--- src/hw/rtl/defect_pixel_calibration_sequencer_defines.svh ---
// Assertion macros shared by the calibration sequencer RTL.
// Each macro expects signals named clk and rst in the scope of its use.
`ifndef DEFECT_PIXEL_CALIBRATION_SEQUENCER_DEFINES_SVH
`define DEFECT_PIXEL_CALIBRATION_SEQUENCER_DEFINES_SVH

// Same-cycle implication, checked outside reset.
`define DPC_ASSERT_NOW(label, ante, cons, msg) \
  label: assert property (@(posedge clk) disable iff (rst) (ante) |-> (cons)) \
    else $error(msg);

// Next-cycle implication, checked outside reset.
`define DPC_ASSERT_NEXT(label, ante, cons, msg) \
  label: assert property (@(posedge clk) disable iff (rst) (ante) |=> (cons)) \
    else $error(msg);

`endif

--- src/hw/rtl/dpc_pkg.sv ---
`timescale 1ns / 1ps

package dpc_pkg;

  // Commands sent to the detection hardware
  typedef enum logic [2:0] {
    CMD_NONE    = 3'd0,
    CMD_START   = 3'd1,
    CMD_PROGRAM = 3'd2,
    CMD_DET_ON  = 3'd3,
    CMD_DET_OFF = 3'd4,
    CMD_EVAL    = 3'd5,
    CMD_ABORT   = 3'd6
  } cmd_e;

  // Step outcome
  typedef enum logic [2:0] {
    ST_RUN     = 3'd0,
    ST_SUCCESS = 3'd1,
    ST_TIMEOUT = 3'd2,
    ST_HIGHER  = 3'd3,
    ST_LOWER   = 3'd4
  } status_e;

  // Sequencer phase, named by the step taken when a frame arrives in it
  typedef enum logic [2:0] {
    PH_IDLE     = 3'd0,
    PH_START    = 3'd1,
    PH_PROGRAM  = 3'd2,
    PH_DET_ON   = 3'd3,
    PH_DET_OFF  = 3'd4,
    PH_SETTLE   = 3'd5,
    PH_EVAL     = 3'd6,
    PH_HALT     = 3'd7
  } phase_e;

  // Configuration register indexes
  typedef enum logic [1:0] {
    REG_UPPER_LIMIT = 2'd0,
    REG_LOWER_LIMIT = 2'd1,
    REG_MAX_TRIALS  = 2'd2,
    REG_START_THR   = 2'd3
  } reg_index_e;

  localparam int CFG_DATA_W = 16;

  localparam logic [15:0] UPPER_LIMIT_RESET = 16'd256;
  localparam logic [15:0] LOWER_LIMIT_RESET = 16'd64;
  localparam logic [7:0]  MAX_TRIALS_RESET  = 8'd200;
  localparam logic [7:0]  START_THR_RESET   = 8'h1F;

  typedef struct packed {
    logic        trigger;
    logic [15:0] defect_count;
  } item_t;

  typedef struct packed {
    cmd_e        command;
    logic [7:0]  threshold;
    status_e     status;
    logic        trigger_clear;
    logic        calibrating;
    logic [7:0]  trials;
  } result_t;

endpackage

--- src/hw/rtl/defect_pixel_calibration_sequencer.sv ---
`timescale 1ns / 1ps
// Channel   Direction  Handshake                  Payload
// item      in         item_valid / item_ready    item_t   (trigger, defect_count)
// result    out        result_valid / result_ready result_t (command .. trials)
// cfg       in         cfg_we                     cfg_index, cfg_data
//
// One frame item yields one result, registered in the cycle after the transfer.
// A new item is taken every cycle while the result register is empty or drains
// in the same cycle; the single result register is the only stall point.
// Synchronous reset clears phase, trial count, threshold, the valid flag and
// loads the register defaults.

`include "defect_pixel_calibration_sequencer_defines.svh"

module defect_pixel_calibration_sequencer
  import dpc_pkg::*;
(
  input  logic                  clk,
  input  logic                  rst,
  input  logic                  item_valid,
  output logic                  item_ready,
  input  item_t                 item,
  output logic                  result_valid,
  input  logic                  result_ready,
  output result_t               result,
  input  logic                  cfg_we,
  input  logic [1:0]            cfg_index,
  input  logic [CFG_DATA_W-1:0] cfg_data
);

  // Configuration registers
  logic [15:0] upper_limit;
  logic [15:0] lower_limit;
  logic [7:0]  max_trials;
  logic [7:0]  start_thr;

  // Sequencer state
  phase_e      phase, phase_next;
  logic [7:0]  trial_counter, trial_counter_next;
  logic [7:0]  search_thr, search_thr_next;
  logic        active, active_next;
  result_t     result_next;

  logic        item_xfer;

  assign item_ready = !result_valid || result_ready;
  assign item_xfer  = item_valid && item_ready;

  // Register writes
  always_ff @(posedge clk) begin
    if (rst) begin
      upper_limit <= UPPER_LIMIT_RESET;
      lower_limit <= LOWER_LIMIT_RESET;
      max_trials  <= MAX_TRIALS_RESET;
      start_thr   <= START_THR_RESET;
    end else if (cfg_we) begin
      case (reg_index_e'(cfg_index))
        REG_UPPER_LIMIT: upper_limit <= cfg_data[15:0];
        REG_LOWER_LIMIT: lower_limit <= cfg_data[15:0];
        REG_MAX_TRIALS:  max_trials  <= cfg_data[7:0];
        REG_START_THR:   start_thr   <= cfg_data[7:0];
        default: ;
      endcase
    end
  end

  // Step logic for one frame
  always_comb begin
    logic [7:0] trial_base;
    cmd_e       cmd;
    status_e    st;
    logic       clr;

    phase_next         = phase;
    trial_counter_next = trial_counter;
    search_thr_next    = search_thr;
    active_next        = active;
    cmd                = CMD_NONE;
    st                 = ST_RUN;
    clr                = 1'b0;
    trial_base         = (search_thr == 8'd1) ? max_trials : trial_counter;

    if (item.trigger) begin
      case (phase)
        PH_IDLE:    phase_next = PH_START;
        PH_START: begin
          active_next     = 1'b1;
          search_thr_next = start_thr;
          cmd             = CMD_START;
          phase_next      = PH_PROGRAM;
        end
        PH_PROGRAM: begin
          cmd        = CMD_PROGRAM;
          phase_next = PH_DET_ON;
        end
        PH_DET_ON: begin
          cmd        = CMD_DET_ON;
          phase_next = PH_DET_OFF;
        end
        PH_DET_OFF: begin
          cmd        = CMD_DET_OFF;
          phase_next = PH_SETTLE;
        end
        PH_SETTLE:  phase_next = PH_EVAL;
        PH_EVAL: begin
          cmd = CMD_EVAL;
          if (trial_counter >= max_trials && item.defect_count <= upper_limit) begin
            st                 = ST_TIMEOUT;
            clr                = 1'b1;
            phase_next         = PH_IDLE;
            trial_counter_next = '0;
            active_next        = 1'b0;
          end else if (item.defect_count > upper_limit) begin
            st                 = ST_HIGHER;
            search_thr_next    = search_thr + 8'd1;
            trial_counter_next = trial_counter + 8'd1;
            phase_next         = PH_PROGRAM;
          end else if (item.defect_count < lower_limit) begin
            st                 = ST_LOWER;
            search_thr_next    = search_thr - 8'd1;
            trial_counter_next = trial_base + 8'd1;
            phase_next         = PH_PROGRAM;
          end else begin
            st                 = ST_SUCCESS;
            clr                = 1'b1;
            phase_next         = PH_IDLE;
            trial_counter_next = '0;
            active_next        = 1'b0;
          end
        end
        default: ;  // halted: hold everything
      endcase
    end else if (active) begin
      // trigger dropped mid-calibration
      cmd                = CMD_ABORT;
      phase_next         = PH_IDLE;
      trial_counter_next = '0;
      active_next        = 1'b0;
    end

    result_next.command       = cmd;
    result_next.threshold     = search_thr_next;
    result_next.status        = st;
    result_next.trigger_clear = clr;
    result_next.calibrating   = active_next;
    result_next.trials        = trial_counter_next;
  end

  // State update on each item transfer
  always_ff @(posedge clk) begin
    if (rst) begin
      phase         <= PH_IDLE;
      trial_counter <= '0;
      search_thr    <= '0;
      active        <= 1'b0;
    end else if (item_xfer) begin
      phase         <= phase_next;
      trial_counter <= trial_counter_next;
      search_thr    <= search_thr_next;
      active        <= active_next;
    end
  end

  // Result register
  always_ff @(posedge clk) begin
    if (rst) begin
      result_valid <= 1'b0;
    end else if (item_xfer) begin
      result_valid <= 1'b1;
    end else if (result_ready) begin
      result_valid <= 1'b0;
    end
  end

  always_ff @(posedge clk) begin
    if (item_xfer) begin
      result <= result_next;
    end
  end

  // Checks
  `DPC_ASSERT_NEXT(a_xfer_gives_result, item_xfer, result_valid,
    "item transfer did not produce a result")
  `DPC_ASSERT_NOW(a_finish_clears, result_valid && (result.status == ST_SUCCESS ||
    result.status == ST_TIMEOUT), result.trigger_clear && !result.calibrating &&
    result.trials == 8'd0, "finish did not clear calibration state")
  `DPC_ASSERT_NOW(a_status_only_on_eval, result_valid && result.status != ST_RUN,
    result.command == CMD_EVAL, "status reported outside evaluation")
  `DPC_ASSERT_NOW(a_idle_no_trials, result_valid && !result.calibrating,
    result.trials == 8'd0, "trial count nonzero while not calibrating")
  `DPC_ASSERT_NOW(a_abort_clears, result_valid && result.command == CMD_ABORT,
    !result.calibrating && !result.trigger_clear, "abort left calibration active")

endmodule
--- config.mk ---
export PLATFORM = sky130hd
export DESIGN_NAME = defect_pixel_calibration_sequencer
export DESIGN_NICKNAME = d
export VERILOG_FILES = /design/src/hw/rtl/dpc_pkg.sv /design/src/hw/rtl/defect_pixel_calibration_sequencer.sv
export VERILOG_INCLUDE_DIRS = /design/src /design/src/hw/rtl
export SDC_FILE = /design/constraint.sdc
export NUM_CORES = 1
export LEC_CHECK = 0
export BUFFER_PORTS_ARGS = -buffer_cell sky130_fd_sc_hd__buf_2
export CORE_ASPECT_RATIO = 1.75
export CORE_UTILIZATION = 43
export CTS_BUF_LIST = sky130_fd_sc_hd__clkbuf_4 sky130_fd_sc_hd__clkbuf_8 sky130_fd_sc_hd__clkbuf_16
export DETAILED_ROUTE_END_ITERATION = 10
export PLACE_DENSITY = 0.68
export SETUP_SLACK_MARGIN = 0.3
export SLEW_MARGIN = 15
export SYNTH_ARGS = -nofsm -noshare
export SYNTH_HDL_FRONTEND = slang
export SYNTH_SLANG_ARGS = --single-unit
--- constraint.sdc ---
create_clock -name clk -period 4.65 [get_ports clk]
set_input_delay 0.2325 -clock clk [delete_from_list [all_inputs] [get_ports clk]]
set_output_delay 0.2325 -clock clk [all_outputs]
set_load 0.1 [all_outputs]
==> results.toml, run 1 <==
[routing]
drt_pass1_iterations = 5
ant_nets = 0
drcViolationCount = 0
wl_per_cell_microns = 16.20
vias = 4946
drt-initial-drc-count = 274
drt_wl_total_mm = 14.30
avgViaCountPerCell = 5.601

[synthesis]
synth_top_family_by_area = "simple AND/OR/NAND/NOR gates"
yosysWarnings = 0
synth_fa_ha_area_share_pct = 10.20
synthesis.area_sq_um = 5399
synth.area.mux_share_pct = 0.3940
synth_area_leaders = "dfxtp_1, edfxtp_1, ha_1"
synth-simple-area-share_pct = 21.09
synth_ff_type = "dfxtp_1"
synth_seq_cells = 93
seq_area_frac_synth_pct = 38.93
synth_nets = 753
syn_inst = 669
synth.largest_area_cell = "dfxtp_1"
async_flop_share_pct = 0
synth_cell_type_count = 61
synth_edf_count = 24
synth-xor-area-share_pct = 1.947
synth_compound_area_share_pct = 21.07
avgSynthCellArea_sq_um = 8.070
synth_top_area_share_pct = 25.59

[sta]
slew_headroom_pct = 47.42
period_share_pct = 70.85
tns_ns = 0
hold_viol_final = 0
worst_pin_slew_ns = 0.7878
max_clock_freq_mhz = 303.5
final-setup-viol-count = 0
holdWs_ns = 0.1262
fin_crit_ns = 3.295
fin_worst_skew_ns = 0.008833
slew_violations = 0
rsz0062_at_grt = "false"

[cts]
cts_setup_buffers = 0
clk_pin_slew_worst_paths_ns = 0.07
htreeDepth = 3
holdBufCountCts = 0
root_buffer = "clkbuf_16"
cts_resized = 0
insertion_delay_ns = 0.35
clockBufferDepth = 2
numCtsBuffers = 9
cts_num_sinks = 93
cts_tree = "built"

[global_route]
overflow = 0
grt_max_degree = 59
grt_pass1_wl_mm = 23.41
grt_antenna_before_repair = 0
first_global_vias = 4885
grt_usage_pct = 23.29

[die]
dieWidth_microns = 86.71
io_pins = 66
core_area_sq_um = 12140
placementRows = 53
start_util_pct = 44.49
die-area_sq_um = 13030
die_h_microns = 150.2

[critical_path]
crit_path_end_kind = "flop"
cpMaxStageDelayCell = "a221oi_4"
required_ns = 4.74
critPathKind = "reg2reg"
path_max_fanout = 10
start_kind = "flop"
r2r_start = "trial_counter[0]$_SDFFE_PP0P_"
path_cells = "inv_1, ha_1, nand2b_1, a21o_1, a211o_1, a221oi_4, a21oi_1, a2bb2oi_1, a21oi_1, a221o_1"
max_stage_delay_ns = 0.57
critPathLaunch = "trial_counter[0]$_SDFFE_PP0P_"
cpMostUsedCell = "a21oi_1"
critical_path_arrival_ns = 3.39

[power_and_ir_drop]
vdd_drop_max_mv = 0.2000
p_per_area_nw_per_um2 = 322.5
p_leak_uw = 0.002428

[placed_design]
placed_cell_area_sq_um = 5839
place.gp.congestion = 0.8781
io_buffers = 65
dp_hpwl_mm = 10.66

[outcome]
status = "finished, final reports clean"

[layout]
final_cell_mix = "nand2_1, a21oi_1, dfxtp_1"
final_util_pct = 50.84
drive_gt1_share_pct = 14.21
nNetsFinal = 797
synthToLayoutAreaGrowth_pct = 14.28
layout_commonest_cell = "nand2_1"
post-route-cell-area_sq_um = 6170
diodes = 0

[hold_path]
hp-class = "in2reg"
hp-start = "item_valid"

[flow_run]
drv_cap = 0
==> registers in the layout, summed over array words and instances (netlist names) <==
register / count
result: 24
trial_counter: 8
phase: 3
max_trials: 8
result_valid: 1
upper_limit: 16
start_thr: 8
active: 1
search_thr: 8
lower_limit: 16
==> synth_stat cells, types with 4 or more instances <==
cell	n
a211o_1	6
a21o_1	9
a21oi_1	74
a22oi_1	6
a31o_2	5
a31oi_1	8
and2_1	5
and3_1	5
and4_1	4
buf_1	4
buf_2	5
clkbuf_1	28
dfxtp_1	69
edfxtp_1	24
ha_1	44
inv_1	53
nand2_1	134
nand2b_1	6
nand3_1	29
nand4_1	14
nor2_1	34
nor3_1	4
nor4_1	4
o211ai_1	7
o21ai_0	23
o31ai_1	4
or3_1	4
xnor2_1	10
==> per-stage QoR <==
stage	std cells	worst slack, ns	power (uW)
3_3_place_gp	867	1.474	1202
6_report	883	1.355	1990
2_1_floorplan	669	1.394	1125
4_1_cts	883	1.406	2007
5_1_grt	883	1.077	2066
3_5_place_dp	867	1.429	1209
==> routing by layer <==
layer  wire, microns  up-vias  part of all wire, %  GRT usage [%]
li1                -     2448                    -              -
met1            5504     2284                   38          24.93
met2            7417      168                   52          42.50
met3             687       46                  4.8          3.454
met4             692        0                  4.8          13.83
met5               0        -                    0              0
==> power breakdown <==
group          switching, uW  total, uW  leakage, uW  internal, uW
clock                    311        796     0.000157           485
combinational            231        315      0.00147          83.9
sequential              18.0        878     0.000804           861
total                    560       1990      0.00243          1430
==> critical path, delay by kind of cell, from the launching register on <==
kind	cells	cell delay, ns
flops	1	0.45
compound gates	7	2.05
fa+ha+maj	1	0.28
buf+inv	1	0.13
simple gates	1	0.15
==> cell families (layout without fill, tap and decap cells) <==
logic type | after synthesis | in the layout
AOI/OAI and AO/OA | 176 | 176
DFF | 93 | 93
muxes | 2 | 2
buffers and inverters | 90 | 139
and+or+nand+nor | 252 | 252
xor gates and xnor gates | 12 | 12
adders and majority gates | 44 | 44
==> final cells by class <==
type                            count  area (sq um)
Tap cell                          165         206.4
Fill cell                        1166          5966
Sequential cell                    93          2102
Inverter                           53         198.9
Clock inverter                      6         85.08
Multi-Input combinational cell    486          2975
Timing Repair Buffer               70         362.8
Clock buffer                       10         239.0
==> worst paths after layout <==
path / end / slack, ns / depth (start not counted)
max: result[14]$_DFFE_PP_ / 1.36 / 10
min: result_valid$_SDFFE_PP0P_ / 0.13 / 3
min reg2reg: lower_limit[7]$_SDFFE_PP0P_ / 0.45 / 2
max reg2reg: result[14]$_DFFE_PP_ / 1.36 / 10
Note: power is estimated with default switching activity, not from simulation.
==> run 2, diff against run 1 <==
==> constraint.sdc (replaced) <==
create_clock -name clk -period 3.4 [get_ports clk]
set_input_delay 0.17 -clock clk [delete_from_list [all_inputs] [get_ports clk]]
set_output_delay 0.17 -clock clk [all_outputs]
set_load 0.1 [all_outputs]
==> results.toml, run 2 (synthesized netlist as in run 1, its figures left out) <==
[outcome]
status = "finished, final reports clean"

[sta]
slew_headroom_pct = 27.26
period_share_pct = 86.96
fin_worst_skew_ns = 0.008048
slew_violations = 0
hold_viol_final = 0
max_clock_freq_mhz = 338.2
rsz0062_at_grt = "true"
tns_ns = 0
fin_crit_ns = 2.957
final-setup-viol-count = 0
worst_pin_slew_ns = 1.086

[die]
die_h_microns = 150.2
die-area_sq_um = 13030
core_area_sq_um = 12140
placementRows = 53
dieWidth_microns = 86.71
io_pins = 66
start_util_pct = 44.49

[global_route]
busiest_layer = "met2"
grt_pass1_wl_mm = 23.42
grt_antenna_before_repair = 0
overflow = 0
grt_usage_pct = 23.36
grt_max_degree = 59
first_global_vias = 5003
use_met1_pct = 24.16
use_met2_pct = 43.13
use_met3_pct = 4.496

[critical_path]
start_kind = "flop"
required_ns = 3.48
endpoint = "result[14]$_DFFE_PP_"
rr_endpoint = "result[14]$_DFFE_PP_"
crit_path_end_kind = "flop"
rrSetupSlack_ns = 0.44
rr_worst_depth = 10
critPathKind = "reg2reg"
path_max_fanout = 9
critPathLaunch = "lower_limit[5]$_SDFFE_PP0P_"
r2r_start = "lower_limit[5]$_SDFFE_PP0P_"
critical_path_arrival_ns = 3.04

[routing]
wl_per_cell_microns = 16.07
drt_wl_total_mm = 14.35
drt_pass1_iterations = 4
avgViaCountPerCell = 5.563
drt-initial-drc-count = 241
ant_nets = 0
drcViolationCount = 0
vias = 4968

[hold_path]
hp-class = "in2reg"

[layout]
drive_gt1_share_pct = 16.35
largest_reg_flops = 24
layoutNonFillerInstCount = 893
diodes = 0
largest-register = "result"
layout_top_registers = "result: 24 flops, lower_limit: 16 flops, upper_limit: 16 flops"
synthToLayoutAreaGrowth_pct = 17.10
layout_commonest_cell = "nand2_1"
nNetsFinal = 807
final_cell_mix = "nand2_1, a21oi_1, dfxtp_1"

[placed_design]
io_buffers = 65
place.gp.congestion = 0.8603
dp.cells = 875
dp_hpwl_mm = 10.84

[cts]
cts_num_sinks = 93
insertion_delay_ns = 0.35
cts_tree = "built"
root_buffer = "clkbuf_16"
clk_pin_slew_worst_paths_ns = 0.07
clockBufferDepth = 2
htreeDepth = 3
numCtsBuffers = 9

[power_and_ir_drop]
p_leak_uw = 0.002504
vdd_drop_max_mv = 0.2782
p_per_area_nw_per_um2 = 433.0

[flow_run]
drv_cap = 0
run 2: cell types whose count changed in the layout (fill, tap and decap cells not counted), sizes merged:
cell / delta
inv: -1
clkinvlp: -1
buf: +10
bufinv: -1
clkbuf: +3
run 2: cell type report:
cell class	count	area, sq um
Fill cell	1180	5813
Multi-Input combinational cell	486	3029
Sequential cell	93	2103
Timing Repair Buffer	80	454.2
Clock buffer	13	290.3
Tap cell	165	206.4
Inverter	53	198.9
Clock inverter	3	40.04
run 2: worst max-delay path, stage by stage, from the launching register on:
cell and delay [ns]:
dfxtp_1 0.32, inv_1 0.05, ha_1 0.28, a211o_1 0.26
a21oi_1 0.23, o21ai_0 0.17, a21oi_2 0.46, a21oi_1 0.27
a2bb2oi_1 0.21, a21oi_1 0.11, a221o_1 0.33
run 2: worst min-delay path by stage:
stage                startpoint                           to  cells past startpoint
floorplan           cfg_data[0]    start_thr[0]$_SDFFE_PP1P_                      2
global placement    cfg_data[8]  upper_limit[8]$_SDFFE_PP1P_                      3
detailed placement  cfg_data[8]  upper_limit[8]$_SDFFE_PP1P_                      3
CTS                  item_valid    result_valid$_SDFFE_PP0P_                      3
global route         item_valid    result_valid$_SDFFE_PP0P_                      3
finish               item_valid    result_valid$_SDFFE_PP0P_                      3
run 2: report_power, final:
part | switching, uW | internal, uW | total (uW) | leakage, uW
clock | 419 | 673 | 1090 | 0.000167
sequential | 23.9 | 1180 | 1200 | 0.000805
combinational | 319 | 125 | 444 | 0.00153
total | 762 | 1980 | 2740 | 0.00250
run 2: metrics by stage:
stage	hold WS (ns)	total power (uW)	cell area (sq um)	utilization, %	worst slack [ns]
after global placement	0.4169	1650	5914	48.74	0.2016
after detailed placement	0.4258	1660	5914	48.74	0.1416
after global routing	0.07141	2854	6322	52.10	0.2534
after floorplan	0.2940	1539	5401	-	0.4681
final	0.06318	2738	6322	52.10	0.4433
after CTS	0.05844	2751	6267	51.64	0.3369
run 2: layer usage:
metal | wire length, microns | part of all wire [%]
met1 | 5529 | 39
met2 | 7602 | 53
met3 | 540 | 3.8
met4 | 680 | 4.7
met5 | 0 | 0
run 2: what timing repair did:
action / in CTS / in global routing
hold buffers: 0 / 0
setup endpoints to repair: 13 / 15
pin swaps: 1 / 0
buffers inserted: 2 / 0
gates resized for setup: 2 / 9
gates cloned: 0 / 0
